### src/hdl/sps_ram.sv
// sps_ram: generic single-write, single-read RAM with registered read data
// no dependencies
`timescale 1ns / 1ps
module sps_ram #(
	parameter int WIDTH = 8,
	parameter int DEPTH = 256
) (
	input  logic                     clk,
	input  logic                     we,
	input  logic [$clog2(DEPTH)-1:0] waddr,
	input  logic [WIDTH-1:0]         wdata,
	input  logic [$clog2(DEPTH)-1:0] raddr,
	output logic [WIDTH-1:0]         rdata
);

	logic [WIDTH-1:0] mem_q [DEPTH];

	always_ff @(posedge clk) begin
		if (we) begin
			mem_q[waddr] <= wdata;
		end
		rdata <= mem_q[raddr];
	end

endmodule

### config.mk
export PLATFORM = sky130hd
export DESIGN_NAME = sps_ram
export DESIGN_NICKNAME = d
export VERILOG_FILES = /design/src/hdl/sps_ram.sv
export SDC_FILE = /design/constraint.sdc
export NUM_CORES = 2
export LEC_CHECK = 0
export BUFFER_PORTS_ARGS = -buffer_cell sky130_fd_sc_hd__buf_2
export CAP_MARGIN = 20
export CORE_ASPECT_RATIO = 1.4
export CORE_MARGIN = 2
export CORE_UTILIZATION = 50
export DETAILED_ROUTE_END_ITERATION = 8
export PLACE_DENSITY = 0.69
export SYNTH_ARGS = -nofsm -noshare
export SYNTH_HDL_FRONTEND = slang
export SYNTH_SLANG_ARGS = --single-unit
### constraint.sdc
create_clock -name clk -period 2.9 [get_ports clk]
set_input_delay 0.58 -clock clk [delete_from_list [all_inputs] [get_ports clk]]
set_output_delay 0.58 -clock clk [all_outputs]
set_load 0.05 [all_outputs]
## Yosys cells after proc, flatten, opt, wreduce, memory -nomap -nowiden

Memory sizes are Yosys's and may differ from the RTL's. A register that Yosys moved wholly into a read port is not among the register bits.
Index checks and enable logic that the tools add are counted.

- Mux-type cells: 2

Operator list:

| cell | number |
|---|---|
| $mux 1 | 2 |

- Register bits after elaboration: 0
- Bits in writable memories: 2048
- Input bits: 26
- Output and inout bits: 8
- Logic and storage cells: 3
- Memories kept: 1

Memory list:

| memory | words | width | read ports | clocked after memory_dff | wr ports | line | source |
|---|---|---|---|---|---|---|---|
| mem_q | 256 | 8 | 1 | 1 | 1 | 16 | `logic [WIDTH-1:0] mem_q [DEPTH];` |

## Logic depth before layout (Yosys ltp)

- Word-level depth: 2
- Gate-level depth with buffers: 11
- Depth with buffers taken out: 6

## Worst setup path before layout

Ideal clock, no wire load.

- Path kind: input -> register
- Start point: input raddr[0]
- End point: register rdata[2] (read register of mem_q)
- Library setup time: 0.131 ns
- Arrival: 2.387 ns
- Required time: 2.769 ns
- Path slack: 0.382 ns
- Stages on the path: 9
- Buffers on the path: 4
- Cells stage by stage: buf_6 -> buf_12 -> buf_8 -> buf_2 -> mux4_2 -> a22oi_1 -> a21oi_1 -> nor4_1 -> nor4_2

RTL lines:

| what | line | source |
|---|---|---|
| from (decl) | 12 | `input logic [$clog2(DEPTH)-1:0] raddr,` |
| to (decl) | 13 | `output logic [WIDTH-1:0] rdata` |

==> metrics.md <==
| Metric | Value |
|---|---|
| Switching component of the power | `12.6 mW` |
| Worst slack at placement | `-0.866 ns` |
| Fraction of layout instances using a drive strength above 1 | `31.5%` |
| Number of cells on the worst reg-to-reg path | `6` |
| Clock tree from TritonCTS | `done` |
| Worst voltage drop across the vdd grid | `0.573 mV` |
| Wire per inst | `30.3 um` |
| Area growth from synthesis to layout | `16.5%` |
| Mux cell area share after synthesis | `14.6%` |
| Leak | `29.9 nW` |
| Main area contributors after synthesis | `edfxtp_1 (77%), mux4_2 (13%), mux2i_1 (1.7%), nor2_1 (1.3%), a22oi_1 (1.3%)` |
| Critical Path End Type | `flop` |
| Worst slew margin relative to its limit | `35.4%` |
| GRT overflow | `0` |
| Critical path's most frequent cell | `buf_4` |
| Critical Path Start Type | `input pin` |
| Hold Path Class | `input pin to flop` |
| Initial core utilization | `50.2%` |
| Library cells used by synthesis | `55` |
| Min-Delay Path Depth | `1` |
| Cell type group with the largest total delay on the critical path | `buffers and inverters` |
| Slowest cell on crit path | `nor4_1` |
| Initial antenna violation count | `14` |
| Number of logic stages on the critical path including buffering | `11` |
| Achievable frequency | `0.355 GHz` |
| Clock Tree Root | `clkbuf_16` |
| Shortest period the worst path allows | `2.82 ns` |
| Port Buffers | `33` |
| Maximum number of pins on one net before global-route repair | `89` |
| Final core utilization | `58.5%` |
| Die Y-Extent | `476 um` |
| Pwr Total | `59.8 mW` |
| Final worst-path setup slack | `0.0809 ns` |
| Via count of the first global-routing pass | `41500` |
| Hpwl dp | `132 mm` |
| Internal power | `47.2 mW` |
| Global-route wire length before repair | `288 mm` |
| Least-Margin Pin Slew | `0.966 ns` |
| Xor/xnor share of the synthesized area | `0%` |
| Finish-stage setup viols | `0` |
| Worst-case register-to-register setup slack | `0.28 ns` |
| Most used flip-flop cell after synthesis | `edfxtp_1` |
| Top library cells by usage in the layout, fill and taps aside | `edfxtp_1 (2048), buf_4 (565), mux4_2 (454)` |
| Peak per-stage delay on the critical path | `0.64 ns` |
| Max clock buf depth | `3` |
| Mean cell area of the mapped netlist | `21.3 um2` |
| Worst path required time | `3.54 ns` |
| Pre-antenna DRT Iters | `6` |
| Main combinational cell family by area after synthesis | `multiplexers` |
| Number of H-tree levels | `4` |
| Number of failing hold endpoints at the final stage | `0` |
| Cells after synthesis | `3733` |
| Number of nets with antenna violations after routing | `0` |
| Number of clock sinks | `2056` |
| Post-route setup TNS | `0 ns` |
| Synth Net Count | `3759` |
| Number of pins with negative max-slew slack in the final report | `0` |
| Ys async rst share | `0%` |
| Mapped cell area | `79600 um2` |
| Proportion of synthesized chip area in sequential cells | `77.5%` |
| Simple logic cell fraction of the synthesized area | `2.63%` |
| Post-detailed-placement cell area | `86900 um2` |
| Gpl congestion | `0.890` |
| Adder-cell share of the synthesized area | `0%` |
| Number of enable-type register cells in the synthesized netlist | `2048` |
| Final wirelength | `201 mm` |
| Synthesis Warnings | `0` |
| Power per cell area | `646 nW/um2` |
| Number of buffer and inverter instances along the worst setup path | `6` |
| Number of hold buffers added after CTS | `0` |
| Fraction of post-synthesis cell area in the top cell type by area | `77.3%` |
| Most common library cell in the layout ignoring fill and taps | `edfxtp_1` |
| Arr. time, crit path | `3.46 ns` |
| Initial DRC count | `4702` |
| CTS clk-pin slew, worst paths | `0.06 ns` |
| Area of all placed cells without fillers | `92600 um2` |
| Clk network pwr share | `39.4%` |
| Switching part of the total power | `21.1%` |
| Cell chain of the critical path | `buf_8, buf_4, buf_4, buf_12, buf_4, mux4_2, a22oi_1, a21oi_1, nor4_1, buf_4, nor4_2` |
| Worst setup skew after layout | `0.0236 ns` |
| Clock latency on the worst-skew pair | `0.81 ns` |
| DRC Markers | `0` |
| Relative contribution of combinational cells to total power | `5.8%` |
| RSZ-0062 raised after global routing | `no` |
| Number of max-capacitance violations reported | `0` |
| NumNets Final | `4381` |
| Sequential Power Share | `54.8%` |
| Core footprint | `158000 um2` |
| DIE WIDTH | `341 um` |
| Boundary Pins | `34` |
| Total routing resource utilization after global routing | `24.8%` |
| Inserted Clock Buffers | `175` |
| Post-route clock period utilization | `97.2%` |
| Row cnt | `173` |
| Cell accounting for the most synthesized area | `edfxtp_1` |
| Type of the worst setup path | `input pin to flop` |
| Flip-flop and latch count after synthesis | `2056` |
| Run status | `finished, final reports clean` |
| Via count | `41000` |
| Die Outline Area | `162000 um2` |
| Ratio of routed vias to standard cells | `6.20` |
| Max Fanout on Critical Path | `17` |
| Post-synthesis compound-gate area fraction | `3.42%` |
==> state kept, by name (all words and copies together) (netlist names) <==
register	cells
mem_q	2048
rdata	8
==> worst reg2reg max path, cell delays in order, from the launching register on <==
cell	delay, ns
edfxtp_1	0.37
mux4_2	0.52
mux4_2	0.57
nor2b_1	0.17
nor4_1	0.55
buf_4	0.25
nor4_1	0.05
==> logic make-up (layout without fill, tap and decap cells) <==
logic type | after synthesis | count (layout)
other | 0 | 7
buffers and inverters | 235 | 1004
AND/OR/NAND/NOR | 466 | 466
AO/OA/AOI/OAI | 385 | 385
flip-flops | 2056 | 2056
multiplexers | 591 | 591
==> per-layer routing <==
layer	global-route usage, %	routed length (um)	vias to the layer above
li1	-	-	16900
met1	31.2	71100	21500
met2	43.1	104000	2132
met3	4.37	16900	411
met4	9.71	8760	10
met5	0	65	-
==> per-stage QoR <==
step	hold WS, ns	instances
after floorplan	0.679	3733
after global placement	0.983	6278
after detailed placement	0.985	6278
after CTS	0.123	6602
after global routing	0.140	6603
final	0.166	6609
==> synthesized netlist by cell type, types with 10 or more instances <==
cell	n
clkbuf_1	111
o22ai_1	28
nor2b_1	31
buf_6	21
buf_4	27
o221ai_1	46
nand2_1	33
buf_1	22
buf_2	31
mux4_2	454
nor3_1	22
edfxtp_1	2048
a211oi_1	16
a221oi_1	13
nand4_1	10
nand3_1	34
a21oi_1	96
nor2_1	282
o21ai_0	10
nor4_1	24
o211ai_1	10
a22oi_1	133
mux2i_1	134
buf_8	13
==> power groups by stage <==
stage               Clock (mW)  Sequential (mW)  Combinational (mW)
floorplan                    0             33.5                1.59
global placement             0             33.4                3.40
detailed placement           0             33.4                3.45
CTS                       23.9             32.8                3.47
global route              24.9             32.8                3.61
finish                    23.6             32.8                3.46
==> final cells by class <==
cell class              instances  area [um2]
repair buffers                678        6120
inverters                       2        7.51
diodes                          7        17.5
clock buffers                 203        4590
clock inverters               121        1130
well taps                    2100        2630
multi-input cells            1442       16500
fillers                     11200       65800
flip-flops and latches       2056       61700
==> repair_timing <==
action | in CTS | in global routing
resized for setup | 1 | 0
setup buffers | 0 | 0
endpoints found under the hold margin | 0 | 0
setup endpoints to repair | 1 | 0
==> path summary, 6_finish.rpt <==
check	end	startpoint
setup reg to reg	rdata[7]$_DFF_P_	mem_q[83][7]$_DFFE_PP_
setup / recovery	rdata[0]$_DFF_P_	raddr[0]
hold reg to reg	rdata[6]$_DFF_P_	mem_q[21][6]$_DFFE_PP_
hold / removal	mem_q[127][0]$_DFFE_PP_	wdata[0]
Note: power is estimated with default switching activity, not from simulation.
