===== src/hdl/sps_pkg.sv =====
// sps_pkg: shared types, constants and codes of the segment protection shield
// no dependencies; imported by segment_protection_shield_core and sps_exec
`timescale 1ns / 1ps
package sps_pkg;

	localparam int SEGMENTS   = 1024;
	localparam int COUNT_BITS = 6;
	localparam int SEG_W      = $clog2(SEGMENTS);
	localparam logic [COUNT_BITS-1:0] COUNT_MAX = {COUNT_BITS{1'b1}};

	typedef enum logic [2:0] {
		OP_RAISE  = 3'd0,
		OP_LOWER  = 3'd1,
		OP_EXPOSE = 3'd2,
		OP_COVER  = 3'd3,
		OP_ENTER  = 3'd4,
		OP_LEAVE  = 3'd5
	} op_t;

	typedef enum logic [3:0] {
		ST_OK             = 4'd0,
		ST_RAISE_OVERLAP  = 4'd1,
		ST_LOWER_UNSET    = 4'd2,
		ST_EXPOSE_OUTSIDE = 4'd3,
		ST_COVER_UNEXPOSED = 4'd4,
		ST_COVER_PROTECTED = 4'd5,
		ST_ENTER_INSIDE   = 4'd6,
		ST_LEAVE_OUTSIDE  = 4'd7,
		ST_COUNT_OVERFLOW = 4'd8
	} status_t;

	typedef enum logic [1:0] {
		FSM_CLEAR,
		FSM_IDLE,
		FSM_EXEC
	} fsm_t;

	typedef struct packed {
		logic [2:0] op;
		logic [9:0] segment;
		logic [1:0] mode_bits;
	} cmd_t;

	typedef struct packed {
		logic       prot_update;
		logic [9:0] affected_segment;
		logic [1:0] new_prot;
		logic       suspend_threads;
		logic       resume_threads;
		logic [3:0] status;
	} rsp_t;

	typedef struct packed {
		logic [1:0]            shield;
		logic [COUNT_BITS-1:0] count;
		logic [1:0]            applied;
	} entry_t;

	localparam int ENTRY_W = $bits(entry_t);

	// write-back request from the execute logic to the table
	typedef struct packed {
		logic   we;
		entry_t wdata;
		logic   shielded;
	} upd_t;

endpackage


===== src/hdl/sps_exec.sv =====
// sps_exec: checks one transaction against its table entry and forms the new entry
// depends on sps_pkg
`timescale 1ns / 1ps
module sps_exec (
	input  sps_pkg::cmd_t   cmd,
	input  sps_pkg::entry_t entry,
	input  logic            shielded,
	output sps_pkg::upd_t   upd,
	output sps_pkg::rsp_t   rsp
);
	import sps_pkg::*;

	logic   seg_ok;
	entry_t ne;
	logic   reapply;

	assign seg_ok = 32'(cmd.segment) < SEGMENTS;

	always_comb begin
		ne           = entry;
		reapply      = 1'b0;
		upd.we       = 1'b0;
		upd.shielded = shielded;
		rsp          = '0;
		rsp.status   = ST_OK;
		case (op_t'(cmd.op))
			OP_RAISE: begin
				if (seg_ok) begin
					if ((entry.shield & cmd.mode_bits) != 2'b00) begin
						rsp.status = ST_RAISE_OVERLAP;
					end else begin
						ne.shield = entry.shield | cmd.mode_bits;
						upd.we    = 1'b1;
						reapply   = (entry.count == '0);
					end
				end
			end
			OP_LOWER: begin
				if (seg_ok) begin
					if ((entry.shield & cmd.mode_bits) != cmd.mode_bits) begin
						rsp.status = ST_LOWER_UNSET;
					end else begin
						ne.shield = entry.shield & ~cmd.mode_bits;
						upd.we    = 1'b1;
						reapply   = (entry.count == '0);
					end
				end
			end
			OP_EXPOSE: begin
				if (seg_ok) begin
					if (!shielded) begin
						rsp.status = ST_EXPOSE_OUTSIDE;
					end else if (entry.count == COUNT_MAX) begin
						rsp.status = ST_COUNT_OVERFLOW;
					end else begin
						ne.count   = entry.count + 1'b1;
						ne.applied = 2'b00;
						upd.we     = 1'b1;
						if (entry.applied != 2'b00) begin
							rsp.prot_update      = 1'b1;
							rsp.affected_segment = cmd.segment;
							rsp.new_prot         = 2'b00;
						end
					end
				end
			end
			OP_COVER: begin
				if (seg_ok) begin
					if (entry.applied != 2'b00) begin
						rsp.status = ST_COVER_PROTECTED;
					end else if (entry.count == '0) begin
						rsp.status = ST_COVER_UNEXPOSED;
					end else begin
						ne.count = entry.count - 1'b1;
						upd.we   = 1'b1;
						reapply  = (ne.count == '0);
					end
				end
			end
			OP_ENTER: begin
				if (shielded) begin
					rsp.status = ST_ENTER_INSIDE;
				end else begin
					upd.shielded        = 1'b1;
					rsp.suspend_threads = 1'b1;
				end
			end
			OP_LEAVE: begin
				if (!shielded) begin
					rsp.status = ST_LEAVE_OUTSIDE;
				end else begin
					upd.shielded       = 1'b0;
					rsp.resume_threads = 1'b1;
				end
			end
			default: begin
			end
		endcase
		// protection follows the shield mode once nothing is exposed
		if (reapply && (ne.applied != ne.shield)) begin
			ne.applied           = ne.shield;
			rsp.prot_update      = 1'b1;
			rsp.affected_segment = cmd.segment;
			rsp.new_prot         = ne.shield;
		end
		upd.wdata = ne;
	end

endmodule

===== config.mk =====
export PLATFORM = sky130hd
export DESIGN_NAME = sps_exec
export DESIGN_NICKNAME = d
export VERILOG_FILES = /design/src/hdl/sps_pkg.sv /design/src/hdl/sps_exec.sv
export SDC_FILE = /design/constraint.sdc
export NUM_CORES = 1
export LEC_CHECK = 0
export ABC_CLOCK_PERIOD_IN_PS = 7100
export BUFFER_PORTS_ARGS = -buffer_cell sky130_fd_sc_hd__buf_2
export CAP_MARGIN = 10
export CORE_UTILIZATION = 40
export DETAILED_ROUTE_END_ITERATION = 12
export GPL_ROUTABILITY_DRIVEN = 0
export PLACE_DENSITY = 0.79
export SYNTH_ARGS = -nofsm -noshare
export SYNTH_HDL_FRONTEND = slang
export SYNTH_SLANG_ARGS = --single-unit

===== constraint.sdc =====
create_clock -name vclk -period 7.1
set_clock_uncertainty 0.05 [all_clocks]
set_input_delay 1.065 -clock vclk [all_inputs]
set_output_delay 1.065 -clock vclk [all_outputs]
set_load 0.1 [all_outputs]

# After elaboration in Yosys (flattened, before gate mapping)
# Cells that the tools add are included.
[totals]
reg_bits = 0
input_bits = 26
out_inout_bits = 31
wordCells = 61
[op_classes]
n_addsub = 2
eq_ne = 8
n_mux = 41
bitwise_logic = 4
reduce_logical = 6
[ops]
columns = ["operator", "n"]
rows = [
  ["2-to-1 mux 13 bit", 5],
  ["one-hot mux 4 bit (6 select lines)", 1],
  ["2-to-1 mux 8 bit", 2],
  ["2-to-1 mux 1 bit", 15],
  ["logical NOT 6 bit", 2],
  ["2-to-1 mux 3 bit", 4],
  ["2-to-1 mux 6 bit", 2],
  ["one-hot mux 6 bit (2 select lines)", 1],
  ["2-to-1 mux 2 bit", 5],
  ["2-to-1 mux 4 bit", 2],
  ["adder 6 x 1 -> 6 bit, second input constant", 1],
  ["== test 3 x 2 -> 1 bit, second input constant", 2],
  ["== test 3 bit, second input constant", 2],
  ["== test 6 bit, second input constant", 1],
  ["subtractor 6 x 1 -> 6 bit, second input constant", 1],
  ["bitwise AND 2 bit", 2],
  ["!= test 2 bit", 2],
  ["one-hot mux 1 bit (4 select lines)", 1],
  ["one-hot mux 2 bit (2 select lines)", 1],
  ["nonzero test 2 bit", 2],
  ["== test 3 x 1 -> 1 bit, second input constant", 1],
  ["logical NOT 3 bit", 1],
  ["one-hot mux 1 bit (3 select lines)", 1],
  ["inverter 2 bit", 1],
  ["other kinds (3)", 3],
]

# Logic depth before layout (Yosys ltp)
[logic_depth]
ltp_word = 7
depth_mapped = 8
depth_no_buf = 7

# Worst setup path before layout
# OpenSTA, ideal clock, no wires.
[synth_path]
path_type = "in2out"
start = "input port entry[3] (netlist bit)"
end = "output port rsp[6] (netlist bit)"
t_arrival_ns = 3.926
required_ns = 5.985
setup_slack_ns = 2.059
stages = 8
n_path_buf = 1
cell_sequence = "inv_1 -> ha_1 -> or3b_4 -> or3_4 -> o22ai_4 -> o41ai_2 -> buf_6 -> nor2_1"
[synth_rtl]
columns = ["element", "line_no", "text"]
rows = [
  ["start: declaration", "sps_exec.sv:6", "input sps_pkg::entry_t entry,"],
  ["end: declaration", "sps_exec.sv:9", "output sps_pkg::rsp_t rsp"],
]

==> results.cfg <==
[timing]
fin_crit_sh = 0.655
setup_viol = 0
rsz0062_at_grt = no
fmax_ghz = 0.215
whs_ns = 2.57
worstMarginPinSlew_ns = 0.570
finalMaxSlewViolations = 0
fin_crit_ns = 4.65
tns_ns = 0
worst_slack_ns = 2.45
hold_viol_final = 0
slew_headroom = 0.619

[power]
p_leak_nw = 0.580
ir_drop_v = 0.0000596
p_per_area_nw_per_um2 = 96.1

[drt]
routed_wl_mm = 2.64
drc_errors = 0
vias = 1225
met2_length_mm = 1.29
highest_layer = met4
ant_nets = 0
wl_met3_um = 195
drt_first_pass_iters = 4
viasPerCell = 6.00
drt_iter0_drc = 39
met1_length_mm = 1.15
wl_per_cell_um = 13.0

[finish]
area_growth_pct = 31.2
drive_gt1_frac = 0.424
final-seq-area_sq_um = 0
seq_cell_count = 0
nNetsFinal = 208
nClkBuffers = 0
final_cell_area_sq_um = 1150
n_antenna_cell = 0
fin_util = 0.571

[die]
die_area_sq_um = 2390
die_h_um = 48.9
ios = 57
rows = 16
floorplan.die.width_um = 48.9
initial_core_util = 0.435
core_sq_um = 2020

[placed_design]
place_worst_setup_slack_ns = 2.45
port_buffers = 57
dp_hpwl_mm = 2.09
placed_area_sq_um = 1150

[run_status]
status = completed

[yosys]
netlist_area_sq_um = 880
synthTopCellsByArea = a21boi_2, nand2_1, a31oi_1, and3_1, ha_1
synth_top_area_share = 0.0896
synth_common_cells = nand2_1, nor2_1, a21boi_2
synth.avg_cell_area_sq_um = 6.82
synthDistinctLibCells = 44
syn_nets = 158
synth_warnings = 0
synth_most_common_cell = nand2_1
synth_top_area_cell = a21boi_2
seq_area_frac_synth = 0
syn_inst = 129

[critical_path]
startpoint = entry[3]
cp_data_required_time_ns = 5.98
max_stage_delay_ns = 0.45
end_kind = primary output
crit_family = buffers and inverters
path_cells = buf_2 -> inv_1 -> ha_1 -> or3b_4 -> or3_4 -> o22ai_4 -> o41ai_2 -> buf_4 -> a21boi_2 -> buf_2
path_class = in -> out
crit_buf_inv = 4
cp_max_fo = 13
worstPathArrival_ns = 3.54
cp-start-kind = input port
crit_path_top_delay_cell = buf_2
cp_common_cell = buf_2

[global_routing]
antenna_found_initial = 0
grt-ovfl-total = 0
first_global_vias = 1035
grt_pass1_wl_mm = 4.30
grt.total_usage = 0.210
grt_max_degree = 17

[clocking]
postCtsSetupRepairBufs = 0
cts_resized = 0
cts.hold.buffers_added = 0

[job]
drv_cap = 0

[min_path]
min_from = cmd[4]
hold_class = in -> out
where the power goes:
part           leakage [nW]  internal, mW  total, mW  switching, mW
sequential                0             0          0              0
combinational         0.580        0.0240      0.111         0.0868
clock                     0             0          0              0
worst min-delay path, stage by stage:
cell and delay (ns):
buf_2 0.09, a21boi_1 0.11, buf_2 0.28
metal layers:
metal,global-route usage,vias to the layer above
li1,-,589
met1,0.265,561
met2,0.400,72
met3,0.00623,3
met4,0.0245,0
met5,0,-
final timing paths:
path	cells past startpoint	slack [ns]	endpoint
hold / removal	3	2.57	rsp[10]
setup / recovery	10	2.45	rsp[13]
stage by stage:
step | cells | total power, mW
after floorplan | 129 | 0.0895
after global placement | 204 | 0.109
after detailed placement | 204 | 0.110
after CTS | 204 | 0.110
after global routing | 204 | 0.116
final | 204 | 0.111
kinds of logic after synthesis:
logic type	count (synthesis)	share of synthesized area
compound gates	51	0.474
xor+xnor	3	0.0299
fa+ha+maj	3	0.0427
buf+inv	14	0.0768
mux	1	0.0114
simple gates	57	0.366
cell type report:
class | count | area [sq um]
Tap cell | 27 | 33.8
Fill cell | 189 | 868
Multi-Input combinational cell | 115 | 812
Inverter | 4 | 15.0
Timing Repair Buffer | 58 | 293
cell usage in the layout, fill, tap and decap left out, types with 4 or more instances in the layout:
master / netlist / final
buf_2: 6 / 57
nand2_1: 12 / 12
nor2_1: 10 / 10
a21boi_2: 7 / 7
a31oi_1: 6 / 6
and3_1: 6 / 6
o21ai_0: 5 / 5
a21oi_1: 5 / 5
or2_2: 4 / 4
nor3_1: 4 / 4
nand2b_1: 4 / 4
inv_1: 4 / 4
a22o_1: 4 / 4
No activity file was read; power rests on OpenSTA's default activity.
